## src/rtl/lfd_pkg.sv

```systemverilog
// Shared constants, widths and controller/datapath interface types for the
// Lagrange fractional decimator. No dependencies.
package lfd_pkg;

   localparam int NUM_POINTS  = 8;
   localparam int SAMPLE_BITS = 16;

   localparam int EFF_POINTS  = NUM_POINTS - (NUM_POINTS % 2);
   localparam int HALF_POINTS = EFF_POINTS / 2;
   localparam int HIST_DEPTH  = EFF_POINTS + 2;
   localparam int HIST_BITS   = $clog2(HIST_DEPTH);
   localparam int IDX_BITS    = $clog2(EFF_POINTS);

   localparam int RATIO_BITS  = 24;
   localparam int FRAC_BITS   = 16;
   localparam int POS_BITS    = FRAC_BITS + 1;
   localparam int SUM_BITS    = RATIO_BITS + 1;
   localparam int CNT_BITS    = SUM_BITS - FRAC_BITS;

   // weight arithmetic
   localparam int WEIGHT_FRAC = 24;
   localparam int W_BITS      = 32;
   localparam int F_BITS      = IDX_BITS + FRAC_BITS + 5;
   localparam int PROD_BITS   = W_BITS + F_BITS;
   localparam int DIV_STEPS   = 8;
   localparam int DIV_CYCLES  = 5;
   localparam int T_BITS      = DIV_STEPS * DIV_CYCLES;
   localparam int DSTEP_BITS  = $clog2(DIV_CYCLES);
   localparam int MAC_BITS    = W_BITS + SAMPLE_BITS;
   localparam int ACC_BITS    = MAC_BITS + IDX_BITS;
   localparam int Y_BITS      = ACC_BITS - WEIGHT_FRAC + 1;

   localparam logic [POS_BITS-1:0] POS_ONE   = POS_BITS'(1) << FRAC_BITS;
   localparam logic [CNT_BITS-1:0] CNT_RESET = CNT_BITS'(3 * HALF_POINTS);
   localparam logic [RATIO_BITS-1:0] RATIO_ONE = RATIO_BITS'(1) << FRAC_BITS;
   localparam logic signed [W_BITS-1:0] W_ONE = W_BITS'(1) << WEIGHT_FRAC;

   typedef struct packed {
      logic                shift;
      logic                acc_clear;
      logic                w_init;
      logic                mul;
      logic                div_load;
      logic                div_step;
      logic                w_update;
      logic                mac_mul;
      logic                mac_add;
      logic                finish;
      logic [IDX_BITS-1:0] i_idx;
      logic [IDX_BITS-1:0] j_idx;
   } cmd_type;

   typedef struct packed {
      logic last_input;
      logic out_free;
   } status_type;

endpackage

```

## src/rtl/lfd_dpath.sv

```systemverilog
// Datapath: sample history, read position, weight multiplier with small
// divider, multiply-accumulate and output register. Uses lfd_pkg.
module lfd_dpath (
   input  logic                                clock,
   input  logic                                reset,
   input  lfd_pkg::cmd_type                    cmd,
   output lfd_pkg::status_type                 status,
   input  logic signed [lfd_pkg::SAMPLE_BITS-1:0] req_sample_in,
   input  logic                                csr_valid,
   input  logic [lfd_pkg::RATIO_BITS-1:0]      csr_decim_ratio,
   output logic                                rsp_valid,
   input  logic                                rsp_ready,
   output logic signed [lfd_pkg::SAMPLE_BITS-1:0] rsp_sample_out
);
   import lfd_pkg::*;

   logic signed [SAMPLE_BITS-1:0] hist_ff [HIST_DEPTH];
   logic [RATIO_BITS-1:0]         ratio_ff;
   logic [POS_BITS-1:0]           pos_ff, pos_in;
   logic [CNT_BITS-1:0]           cnt_ff, cnt_in;
   logic signed [W_BITS-1:0]      w_ff;
   logic signed [PROD_BITS-1:0]   p_ff;
   logic [T_BITS-1:0]             dv_ff, dv_in;
   logic [IDX_BITS-1:0]           rem_ff, rem_in;
   logic                          neg_ff;
   logic signed [MAC_BITS-1:0]    mprod_ff;
   logic signed [ACC_BITS-1:0]    acc_ff;
   logic                          rsp_valid_ff;
   logic signed [SAMPLE_BITS-1:0] rsp_data_ff, y_in;

   logic [IDX_BITS-1:0]           dsr;
   logic                          den_neg;
   logic signed [F_BITS-1:0]      node, fac;
   logic [PROD_BITS-1:0]          pmag;
   logic [PROD_BITS-1:0]          tsum;
   logic [IDX_BITS:0]             r4;
   logic [HIST_BITS-1:0]          hidx;
   logic [ACC_BITS-1:0]           amag;
   logic [Y_BITS-1:0]             yr;
   logic [RATIO_BITS-1:0]         ratio_eff;
   logic [SUM_BITS-1:0]           sum, csum;
   logic [CNT_BITS-1:0]           cm1;

   assign status.last_input = (cnt_ff <= CNT_BITS'(1));
   assign status.out_free   = !rsp_valid_ff || rsp_ready;
   assign rsp_valid         = rsp_valid_ff;
   assign rsp_sample_out    = rsp_data_ff;

   // divisor magnitude and sign of (xi - xj)
   assign den_neg = (cmd.j_idx > cmd.i_idx);
   assign dsr     = den_neg ? (cmd.j_idx - cmd.i_idx) : (cmd.i_idx - cmd.j_idx);

   assign node = F_BITS'($signed({1'b0, cmd.j_idx})) - F_BITS'(HALF_POINTS - 1);
   assign fac  = $signed(F_BITS'(pos_ff)) - (node <<< FRAC_BITS);
   assign hidx = HIST_BITS'(EFF_POINTS + 1) - HIST_BITS'(cmd.i_idx);

   always_comb begin
      pmag = p_ff[PROD_BITS-1] ? (~p_ff + PROD_BITS'(1)) : p_ff;
      tsum = pmag + (PROD_BITS'(dsr) << (FRAC_BITS - 1));
   end

   // eight restoring steps of division by a small divisor per cycle
   always_comb begin
      dv_in  = dv_ff;
      rem_in = rem_ff;
      r4     = '0;
      for (int k = 0; k < DIV_STEPS; k++) begin
         r4    = {rem_in, dv_in[T_BITS-1]};
         dv_in = {dv_in[T_BITS-2:0], 1'b0};
         if (r4 >= {1'b0, dsr}) begin
            r4       = r4 - {1'b0, dsr};
            dv_in[0] = 1'b1;
         end
         rem_in = r4[IDX_BITS-1:0];
      end
   end

   // output rounding and saturation
   always_comb begin
      amag = acc_ff[ACC_BITS-1] ? (~acc_ff + ACC_BITS'(1)) : acc_ff;
      yr   = Y_BITS'((amag + (ACC_BITS'(1) << (WEIGHT_FRAC - 1))) >> WEIGHT_FRAC);
      if (acc_ff[ACC_BITS-1]) begin
         if (yr >= (Y_BITS'(1) << (SAMPLE_BITS - 1)))
            y_in = {1'b1, {(SAMPLE_BITS-1){1'b0}}};
         else
            y_in = SAMPLE_BITS'(~yr + Y_BITS'(1));
      end else begin
         if (yr >= (Y_BITS'(1) << (SAMPLE_BITS - 1)))
            y_in = {1'b0, {(SAMPLE_BITS-1){1'b1}}};
         else
            y_in = SAMPLE_BITS'(yr);
      end
   end

   // read position advance
   always_comb begin
      ratio_eff = (ratio_ff < RATIO_ONE) ? RATIO_ONE : ratio_ff;
      sum       = SUM_BITS'(pos_ff) + SUM_BITS'(ratio_eff);
      csum      = (sum + SUM_BITS'(POS_ONE - POS_BITS'(1))) >> FRAC_BITS;
      cm1       = CNT_BITS'(csum) - CNT_BITS'(1);
      pos_in    = POS_BITS'(sum - (SUM_BITS'(cm1) << FRAC_BITS));
      cnt_in    = cnt_ff;
      if (cmd.finish)
         cnt_in = cm1;
      else if (cmd.shift && !status.last_input)
         cnt_in = cnt_ff - CNT_BITS'(1);
   end

   always_ff @(posedge clock) begin
      if (reset) begin
         ratio_ff     <= RATIO_ONE;
         pos_ff       <= POS_ONE;
         cnt_ff       <= CNT_RESET;
         rsp_valid_ff <= 1'b0;
      end else begin
         if (csr_valid)
            ratio_ff <= csr_decim_ratio;
         cnt_ff <= cnt_in;
         if (cmd.finish) begin
            pos_ff       <= pos_in;
            rsp_valid_ff <= 1'b1;
         end else if (rsp_ready) begin
            rsp_valid_ff <= 1'b0;
         end
      end
   end

   always_ff @(posedge clock) begin
      if (cmd.shift) begin
         hist_ff[0] <= req_sample_in;
         for (int k = 1; k < HIST_DEPTH; k++)
            hist_ff[k] <= hist_ff[k-1];
      end
      if (cmd.w_init)
         w_ff <= W_ONE;
      else if (cmd.w_update)
         w_ff <= neg_ff ? W_BITS'(~dv_ff + T_BITS'(1)) : W_BITS'(dv_ff);
      if (cmd.mul)
         p_ff <= PROD_BITS'(w_ff) * PROD_BITS'(fac);
      if (cmd.div_load) begin
         dv_ff  <= T_BITS'(tsum >> FRAC_BITS);
         rem_ff <= '0;
         neg_ff <= p_ff[PROD_BITS-1] ^ den_neg;
      end else if (cmd.div_step) begin
         dv_ff  <= dv_in;
         rem_ff <= rem_in;
      end
      if (cmd.mac_mul)
         mprod_ff <= MAC_BITS'(w_ff) * MAC_BITS'(hist_ff[hidx]);
      if (cmd.acc_clear)
         acc_ff <= '0;
      else if (cmd.mac_add)
         acc_ff <= acc_ff + ACC_BITS'(mprod_ff);
      if (cmd.finish)
         rsp_data_ff <= y_in;
   end

endmodule

```

## src/rtl/lfd_ctrl.sv

```systemverilog
// Controller: sequences weight factors, division steps and accumulation for
// one output. Uses lfd_pkg.
module lfd_ctrl (
   input  logic                  clock,
   input  logic                  reset,
   input  logic                  req_valid,
   output logic                  req_ready,
   output lfd_pkg::cmd_type      cmd,
   input  lfd_pkg::status_type   status
);
   import lfd_pkg::*;

   localparam logic [3:0] ST_IDLE  = 4'd0;
   localparam logic [3:0] ST_WINIT = 4'd1;
   localparam logic [3:0] ST_MUL   = 4'd2;
   localparam logic [3:0] ST_DLOAD = 4'd3;
   localparam logic [3:0] ST_DSTEP = 4'd4;
   localparam logic [3:0] ST_WUPD  = 4'd5;
   localparam logic [3:0] ST_MACM  = 4'd6;
   localparam logic [3:0] ST_MACA  = 4'd7;
   localparam logic [3:0] ST_FIN   = 4'd8;

   localparam logic [IDX_BITS-1:0] IDX_LAST = IDX_BITS'(EFF_POINTS - 1);

   logic [3:0]            state_ff, state_in;
   logic [IDX_BITS-1:0]   i_ff, i_in, j_ff, j_in, j_next;
   logic [DSTEP_BITS-1:0] step_ff, step_in;
   logic                  accept, j_done;

   assign req_ready = (state_ff == ST_IDLE);
   assign accept    = req_valid && req_ready;

   // next node, skipping the weight's own node
   always_comb begin
      j_next = j_ff + IDX_BITS'(1);
      if (j_next == i_ff)
         j_next = j_ff + IDX_BITS'(2);
      j_done = (j_ff == IDX_LAST) || ((j_ff == IDX_LAST - IDX_BITS'(1)) && (i_ff == IDX_LAST));
   end

   always_comb begin
      cmd       = '0;
      cmd.i_idx = i_ff;
      cmd.j_idx = j_ff;
      state_in  = state_ff;
      i_in      = i_ff;
      j_in      = j_ff;
      step_in   = step_ff;
      case (state_ff)
         ST_IDLE: begin
            if (accept) begin
               cmd.shift = 1'b1;
               if (status.last_input) begin
                  cmd.acc_clear = 1'b1;
                  i_in          = '0;
                  state_in      = ST_WINIT;
               end
            end
         end
         ST_WINIT: begin
            cmd.w_init = 1'b1;
            j_in       = (i_ff == '0) ? IDX_BITS'(1) : '0;
            state_in   = ST_MUL;
         end
         ST_MUL: begin
            cmd.mul  = 1'b1;
            state_in = ST_DLOAD;
         end
         ST_DLOAD: begin
            cmd.div_load = 1'b1;
            step_in      = '0;
            state_in     = ST_DSTEP;
         end
         ST_DSTEP: begin
            cmd.div_step = 1'b1;
            step_in      = step_ff + DSTEP_BITS'(1);
            if (step_ff == DSTEP_BITS'(DIV_CYCLES - 1))
               state_in = ST_WUPD;
         end
         ST_WUPD: begin
            cmd.w_update = 1'b1;
            if (j_done) begin
               state_in = ST_MACM;
            end else begin
               j_in     = j_next;
               state_in = ST_MUL;
            end
         end
         ST_MACM: begin
            cmd.mac_mul = 1'b1;
            state_in    = ST_MACA;
         end
         ST_MACA: begin
            cmd.mac_add = 1'b1;
            if (i_ff == IDX_LAST) begin
               state_in = ST_FIN;
            end else begin
               i_in     = i_ff + IDX_BITS'(1);
               state_in = ST_WINIT;
            end
         end
         ST_FIN: begin
            // hold until the output register is free
            if (status.out_free) begin
               cmd.finish = 1'b1;
               state_in   = ST_IDLE;
            end
         end
         default: state_in = ST_IDLE;
      endcase
   end

   always_ff @(posedge clock) begin
      if (reset) begin
         state_ff <= ST_IDLE;
         i_ff     <= '0;
         j_ff     <= '0;
         step_ff  <= '0;
      end else begin
         state_ff <= state_in;
         i_ff     <= i_in;
         j_ff     <= j_in;
         step_ff  <= step_in;
      end
   end

endmodule

```

## src/rtl/lagrange_fractional_decimator.sv

```systemverilog
// Top level of the Lagrange fractional decimator: joins controller and
// datapath. Depends on lfd_pkg, lfd_ctrl and lfd_dpath.
//
// Usage:
//  req_*  : input samples (signed Q1.15), valid/ready transfer.
//  rsp_*  : interpolated output samples (signed Q1.15, saturated).
//  csr_*  : decimation ratio, unsigned 8.16, input samples per output;
//           csr_ready is always high; write only while the block is idle.
//  Timing: a sample that yields no output is taken and req_ready
//  stays high. A sample that yields an output occupies the single
//  shared weight multiplier and small divider: 8 weights of 7
//  factors, each factor a multiply, a divider load, divide steps of
//  8 quotient bits and an update, plus per weight an init, a multiply
//  and an accumulate, and a finishing step. No sample is taken
//  meanwhile; rsp_valid rises as req_ready returns high.
//  A stalled receiver holds rsp_valid and the data; further samples are
//  still taken while the result waits, and a following output waits in
//  its finishing step until the output register is free.
//  Reset (synchronous): ratio 1.0, read offset 1.0, first output after
//  12 samples, rsp_valid low. History contents are undefined until filled.
module lagrange_fractional_decimator (
   input  logic                                   clock,
   input  logic                                   reset,
   input  logic                                   req_valid,
   output logic                                   req_ready,
   input  logic signed [lfd_pkg::SAMPLE_BITS-1:0] req_sample_in,
   output logic                                   rsp_valid,
   input  logic                                   rsp_ready,
   output logic signed [lfd_pkg::SAMPLE_BITS-1:0] rsp_sample_out,
   input  logic                                   csr_valid,
   output logic                                   csr_ready,
   input  logic [lfd_pkg::RATIO_BITS-1:0]         csr_decim_ratio
);
   import lfd_pkg::*;

   cmd_type    cmd;
   status_type status;

   assign csr_ready = 1'b1;

   lfd_ctrl u_ctrl (
      .clock     (clock),
      .reset     (reset),
      .req_valid (req_valid),
      .req_ready (req_ready),
      .cmd       (cmd),
      .status    (status)
   );

   lfd_dpath u_dpath (
      .clock           (clock),
      .reset           (reset),
      .cmd             (cmd),
      .status          (status),
      .req_sample_in   (req_sample_in),
      .csr_valid       (csr_valid),
      .csr_decim_ratio (csr_decim_ratio),
      .rsp_valid       (rsp_valid),
      .rsp_ready       (rsp_ready),
      .rsp_sample_out  (rsp_sample_out)
   );

endmodule

```

## config.mk

```make
export PLATFORM = sky130hd
export DESIGN_NAME = lagrange_fractional_decimator
export DESIGN_NICKNAME = d
export VERILOG_FILES = /design/src/rtl/lfd_pkg.sv /design/src/rtl/lfd_dpath.sv /design/src/rtl/lfd_ctrl.sv /design/src/rtl/lagrange_fractional_decimator.sv
export SDC_FILE = /design/constraint.sdc
export NUM_CORES = 2
export LEC_CHECK = 0
export BUFFER_PORTS_ARGS = -buffer_cell sky130_fd_sc_hd__buf_2
export CAP_MARGIN = 40
export CORE_UTILIZATION = 38
export DETAILED_ROUTE_END_ITERATION = 10
export GPL_ROUTABILITY_DRIVEN = 0
export HOLD_SLACK_MARGIN = 0.02
export PLACE_DENSITY = 0.49
export SKIP_CTS_REPAIR_TIMING = 1
export SYNTH_ARGS = -nofsm -noshare
export SYNTH_HDL_FRONTEND = slang
export SYNTH_HIERARCHICAL = 1
export SYNTH_SLANG_ARGS = --single-unit
```

## constraint.sdc

```tcl
create_clock -name clock -period 16 [get_ports clock]
set_clock_uncertainty 0.05 [all_clocks]
set_input_delay 2.4 -clock clock [delete_from_list [all_inputs] [get_ports clock]]
set_output_delay 2.4 -clock clock [all_outputs]
set_load 0.05 [all_outputs]
```

-- Word-level counts from Yosys, hierarchy flattened
Memory sizes are Yosys's and may differ from the RTL's.
Cells that the tools add are included.
- register bits after elaboration: 311
- latch bits: 0
- RAM bits: 160
- memory bits (read-only): 0
- word-level logic and storage cells: 162
- memories kept: 1
- add/subtract/negate cells: 29
- multiply operators: 2
- divide/modulo/power cells: 0
- order comparisons: 12
- equality and inequality tests: 19
- shift operators: 0
- mux-type cells: 60
- bitwise gates (word level): 5
- reduce and logical (&&, ||, !) cells: 18
- memory list (name ; depth ; width ; rd ports ; clocked after memory_dff ; wr ports ; RTL line ; text):
    u_dpath.hist_ff ; 10 ; 16 ; 10 ; 0 ; 10 ; lfd_dpath.sv:17 ; logic signed [SAMPLE_BITS-1:0] hist_ff [HIST_DEPTH];
- operators by type and width (cell ; number):
    2-to-1 mux 40 bit ; 2
    adder 56 x 18 -> 56 bit ; 1
    adder 56 x 2 -> 56 bit (second input constant) ; 1
    multiplier 32 x 24 -> 56 bit ; 1
    2-to-1 mux 56 bit ; 1
    inverter 56 bit ; 1
    adder 51 x 2 -> 51 bit (second input constant) ; 1
    adder 51 x 24 -> 51 bit (second input constant) ; 1
    adder 51 x 48 -> 51 bit ; 1
    2-to-1 mux 51 bit ; 1
    inverter 51 bit ; 1
    multiplier 32 x 16 -> 48 bit ; 1
    2-to-1 mux 16 bit ; 3
    2-to-1 mux 3 bit ; 15
    one-hot mux 4 bit (9 select lines) ; 1
    adder 32 x 1 -> 32 bit (second input constant) ; 1
    greater-or-equal comparator 4 x 3 -> 1 bit ; 8
    2-to-1 mux 32 bit ; 1
    inverter 32 bit ; 1
    subtractor 3 bit ; 10
    greater-or-equal comparator 27 x 16 -> 1 bit (second input constant) ; 1
    adder 17 x 24 -> 25 bit ; 1
    adder 25 x 16 -> 25 bit (second input constant) ; 1
    < comparator 24 x 17 -> 1 bit (second input constant) ; 1
    other kinds (34) ; 88

-- Longest topological paths before layout
- word-level depth: 20
- mapped depth: 62
- gate-level depth less buffers: 59

-- Cells and area by module
Netlist, hierarchy kept.
- modules (own cells, without submodules) (module ; instances ; cells each ; area each (um^2) ; sequential area each (um^2)):
    lfd_dpath ; 1 ; 6979 ; 66601.4 ; 12291.8
    lfd_ctrl ; 1 ; 108 ; 954.7 ; 260.2
    lagrange_fractional_decimator ; 1 ; 2 ; 11.3 ; 0.0

-- Worst setup path after synthesis
No wires, ideal clock.
- path type: register to register
- from: reg u_ctrl.i_ff[0]
- to: reg u_dpath.rem_ff[0]
- library setup time: 0.086 ns
- arrival time: 13.906 ns
- data required time: 15.864 ns
- setup slack: 1.958 ns
- cell stages (with the launch flop): 60
- path buffers: 5
- clock period less this slack: 14.042 ns
- cell sequence: dfxtp_1 clkbuf_1 buf_1 clkbuf_1 clkbuf_1 buf_2 inv_1 ha_1 inv_1 fa_1 mux2_2 inv_1 ha_1 o21ai_0 a311o_1 fa_1 a21o_1 a21oi_1 [... 24 more ...] a21oi_1 and2_1 a21bo_2 nand2_1 a21oi_1 fa_1 a21o_1 a21oi_1 o21a_1 mux2i_1 inv_1 fa_1 nand2_1 a21o_1 a21oi_1 mux2i_1 mux2_2 a211oi_1
- word-level cells in the longest chain between the ends: 18
- RTL lines (item ; RTL line ; text):
    start, declared ; lfd_ctrl.sv:26 ; logic [IDX_BITS-1:0] i_ff, i_in, j_ff, j_in, j_next;
    start signal, assigned ; lfd_ctrl.sv:121 ; i_ff <= i_in;
    subtractor 3 bit or > comparator 3 bit (tied branches) ; lfd_dpath.sv:51, lfd_dpath.sv:50 ;
    2-to-1 mux 3 bit (*) ; lfd_dpath.sv:51 ; assign dsr = den_neg ? (cmd.j_idx - cmd.i_idx) : (cmd.i_idx - cmd.j_idx);
    greater-or-equal comparator 4 x 3 -> 1 bit or subtractor 3 bit (tied branches) ; lfd_dpath.sv:70, lfd_dpath.sv:71 ;
    2-to-1 mux 3 bit ; lfd_dpath.sv:70 ; if (r4 >= {1'b0, dsr}) begin
    greater-or-equal comparator 4 x 3 -> 1 bit or subtractor 3 bit (tied branches) ; lfd_dpath.sv:70, lfd_dpath.sv:71 ;
    2-to-1 mux 3 bit ; lfd_dpath.sv:70 ;
    greater-or-equal comparator 4 x 3 -> 1 bit or subtractor 3 bit (tied branches) ; lfd_dpath.sv:70, lfd_dpath.sv:71 ;
    2-to-1 mux 3 bit ; lfd_dpath.sv:70 ;
    [... 2 more ...] ; -- ;
    greater-or-equal comparator 4 x 3 -> 1 bit or subtractor 3 bit (tied branches) ; lfd_dpath.sv:70, lfd_dpath.sv:71 ;
    2-to-1 mux 3 bit ; lfd_dpath.sv:70 ;
    greater-or-equal comparator 4 x 3 -> 1 bit or subtractor 3 bit (tied branches) ; lfd_dpath.sv:70, lfd_dpath.sv:71 ;
    2-to-1 mux 3 bit ; lfd_dpath.sv:70 ;
    greater-or-equal comparator 4 x 3 -> 1 bit or subtractor 3 bit (tied branches) ; lfd_dpath.sv:70, lfd_dpath.sv:71 ;
    2-to-1 mux 3 bit ; lfd_dpath.sv:70 ;
    greater-or-equal comparator 4 x 3 -> 1 bit ; lfd_dpath.sv:70 ;
    2-to-1 mux 3 bit (*) ; lfd_dpath.sv:70 ;
    end signal, assigned ; lfd_dpath.sv:146 ; rem_ff <= rem_in;
    end, declared ; lfd_dpath.sv:24 ; logic [IDX_BITS-1:0] rem_ff, rem_in;
Mark *: on every way between the ends. The rest lies on a longest branch, timed or not.
A chain may end at the register's enable or synchronous reset.

-- Final worst setup path
- from: reg u_ctrl.i_ff[1]
- to: reg u_dpath.rem_ff[0]
The elaborated chain is that of the path after synthesis.

==> summary.txt <==
Status
  • Status: finished with violations
  • Failing checks: DRC

Worst setup path
  • Critical Path Max Stage Delay: ~620 ps
  • Critical path's most frequent cell: a21oi_1
  • Crit Path Max Fanout: 38
  • WP data arrival: 14810 ps
  • Worst Setup Start Kind: flop
  • Worst setup EP type: flop
  • WP data required: ~17000 ps
  • Slowest-stage cell, CP: inv_1
  • Worst R2R Path Depth: 55
  • Crit Path Category: flop to flop

Hold path
  • Hold path depth: 0
  • Worst Hold Class: flop to flop

Yosys
  • Yosys reg bits: approximately 470
  • Post-synth top flop: edfxtp_1
  • Syn_area_per_cell: roughly 9.5 sq um
  • Syn Nets: slightly below 9000
  • Unique masters post-synth: roughly 110
  • Syn Std Cell Area: 0.0676 sq mm
  • Most instantiated cells after synthesis: inv_1 (1210), fa_1 (1167), nand2_1 (960)
  • Post-synth EDFFs: between 300 and 400
  • Synth top area share: 0.346
  • Sequential element share of the synthesized area: 0.186
  • Synth Warn #: 6
  • Ys async rst share: 0
  • Post-Synthesis Cells: between 7000 and 8000
  • Leading area contributor after synthesis: fa_1
  • Top post-synthesis cells by area: fa_1 (35%), edfxtp_1 (14%), ha_1 (6.7%)
  • Leading cell type by number of instances after synthesis: inv_1

Final layout
  • Fin cells: between 9000 and 10000
  • Share of layout cells above drive strength 1: 0.0588
  • Cell area after layout: 0.0725 sq mm
  • Post-layout util: 0.411
  • Nets@finish: ~8500
  • Filler cells: roughly 17000
  • Area Overhead vs Synth: 7.32%

Clock network
  • Bufs on Longest Clock Path: 3
  • CTS root buf: clkbuf_16
  • CTS buffer count: 58
  • CTS Sinks: 468
  • H-tree Lvls: 2
  • Clock Latency Late Sink: about 690 ps
  • CTS tree: yes
  • Clock Pin Slew Worst Setup and Hold Paths: ~60 ps

Timing
  • Worst Tran Pin Value: ~900 ps
  • Max Clk Rate: between 70 and 80 MHz
  • Slew margin rel.: 0.397
  • Final Slew Violations: 0
  • Hold slack: between 300 and 400 ps
  • Final hold violation count: 0
  • Minimum clock period: 14280 ps
  • Crit share post-route: 0.893
  • Setup violators final: 0
  • RSZ-0062 raised after global routing: false
  • Setup TNS: 0 ps

Placed design
  • Port Buffer Count: 62
  • Dpl hpwl: 134 mm
  • Placed insts: approximately 9200
  • Placed Area: just over 0.07 sq mm

Global routing
  • Global route total overflow: 0
  • Met2 global-route usage: 0.350
  • Initial antenna violation count: 4
  • Largest net degree at the start of global routing: just under 70
  • Grt met1 use: 0.275
  • Global-route wire length before repair: between 200 and 300 mm
  • Layer with the highest usage: met2
  • GR Layer Usage met3: 0.0193
  • Vias in the first global route: approximately 50000
  • GRT Total Usage: 0.203

Floorplan
  • Boundary Pins: 64
  • Initial Utilization: 0.383
  • Die H: between 400 and 500 um
  • Die Span X: ~420 um
  • Core outline area: 0.176 sq mm
  • Cell row count: 154
  • Die area: between 0.15 and 0.2 sq mm

Drt
  • ANT nets after route: 0
  • 1st-iter DRT viols: 2454
  • WL/cell: roughly 19 um
  • Vias: around 48000
  • DR DRC count: 8
  • DRT Pass-1 Iters: 8
  • Post-DR vias/cell: roughly 5
  • Routed WL: 177 mm

Power and ir drop
  • PwrDens: slightly below 100 mW/mm^2
  • Worst VDD drop: roughly 110 uV
  • Static Leak: 32.0 nW

Run
  • Max-cap violations: 0
metrics by stage:
stage          worst slack, ps  total power, mW
6_report                  1720             7.14
5_1_grt                    636             7.83
4_1_cts                   1790             7.25
3_5_place_dp              1840             5.79
3_3_place_gp              2230             5.75
2_1_floorplan             1960             4.82
cell usage in the layout, fill, tap and decap left out, drive strengths merged, types with 81 or more instances in the layout:
cell type	n
a21o	126
a21oi	242
and2	358
buf	169
dfxtp	150
edfxtp	318
fa	1167
ha	363
inv	1215
mux2i	102
nand2	960
nand2b	105
nor2	282
nor2b	81
o21ai	122
xnor2	203
xor2	121
worst max-delay path, delay by kind of cell (launching register included):
family	cells	cell delay, ps
flip-flops	1	310
buffers and inverters	4	1400
adder cells (fa/ha/maj)	9	3470
AO/OA/AOI/OAI	27	5410
multiplexers	5	1740
AND/OR/NAND/NOR	10	1850
flip-flops by register name, summed over array words and instances, names as in the netlist, 4 cells and up:
name / cells
u_ctrl/state_ff: 4
u_dpath/acc_ff: 51
u_dpath/cnt_ff: 9
u_dpath/dv_ff: 40
u_dpath/hist_ff: 160
u_dpath/mprod_ff: 48
u_dpath/p_ff: 53
u_dpath/pos_ff: 17
u_dpath/ratio_ff: 24
u_dpath/rsp_sample_out: 16
u_dpath/w_ff: 32
metal layers:
layer | up-vias | wire length [um] | part of all wire
li1 | 22167 | - | -
met1 | 24587 | 80900 | 0.46
met2 | 780 | 87200 | 0.49
met3 | 198 | 5590 | 0.032
met4 | 0 | 3440 | 0.019
met5 | - | 0 | 0
final timing paths:
path / startpoint / to / slack [ps]
hold reg to reg: u_dpath/hist_ff[8][6]$_DFFE_PP_ / u_dpath/hist_ff[9][6]$_DFFE_PP_ / 390
setup reg to reg: u_ctrl/i_ff[1]$_SDFFE_PP0P_ / u_dpath/rem_ff[0]$_SDFFE_PP0P_ / 1720
setup / recovery: u_ctrl/i_ff[1]$_SDFFE_PP0P_ / u_dpath/rem_ff[0]$_SDFFE_PP0P_ / 1720
hold / removal: u_dpath/hist_ff[8][6]$_DFFE_PP_ / u_dpath/hist_ff[9][6]$_DFFE_PP_ / 390
where the power goes:
| group | switching (mW) | internal, mW | leakage, nW | total [mW] |
|---|---|---|---|---|
| Clock | 0.559 | 0.846 | 0.994 | 1.40 |
| Combinational | 2.38 | 1.73 | 26.8 | 4.11 |
| Sequential | 0.112 | 1.52 | 4.23 | 1.63 |
cells by family after synthesis:
family | count (synthesis) | synth area share
adders and majority gates | 1530 | 0.413
muxes | 165 | 0.0310
buffers and inverters | 1595 | 0.0889
other | 1 | 0.0000555
DFF | 468 | 0.186
AOI/OAI and AO/OA | 863 | 0.0851
and+or+nand+nor | 2143 | 0.154
xor gates and xnor gates | 324 | 0.0420
area by class of cell:
| cell class | instances | area [sq um] | area share |
|---|---|---|---|
| antenna | 1 | 2.50 | 0.0000345 |
| clock buffer | 78 | 1670 | 0.0231 |
| clock inverter | 32 | 360 | 0.00497 |
| inverter | 1211 | 4550 | 0.0627 |
| multi-input combinational | 5026 | 49100 | 0.678 |
| sequential | 468 | 12600 | 0.173 |
| tap | 2340 | 2930 | 0.0404 |
| timing repair buffer | 170 | 1310 | 0.0181 |
No activity file was read; power rests on OpenSTA's default activity.
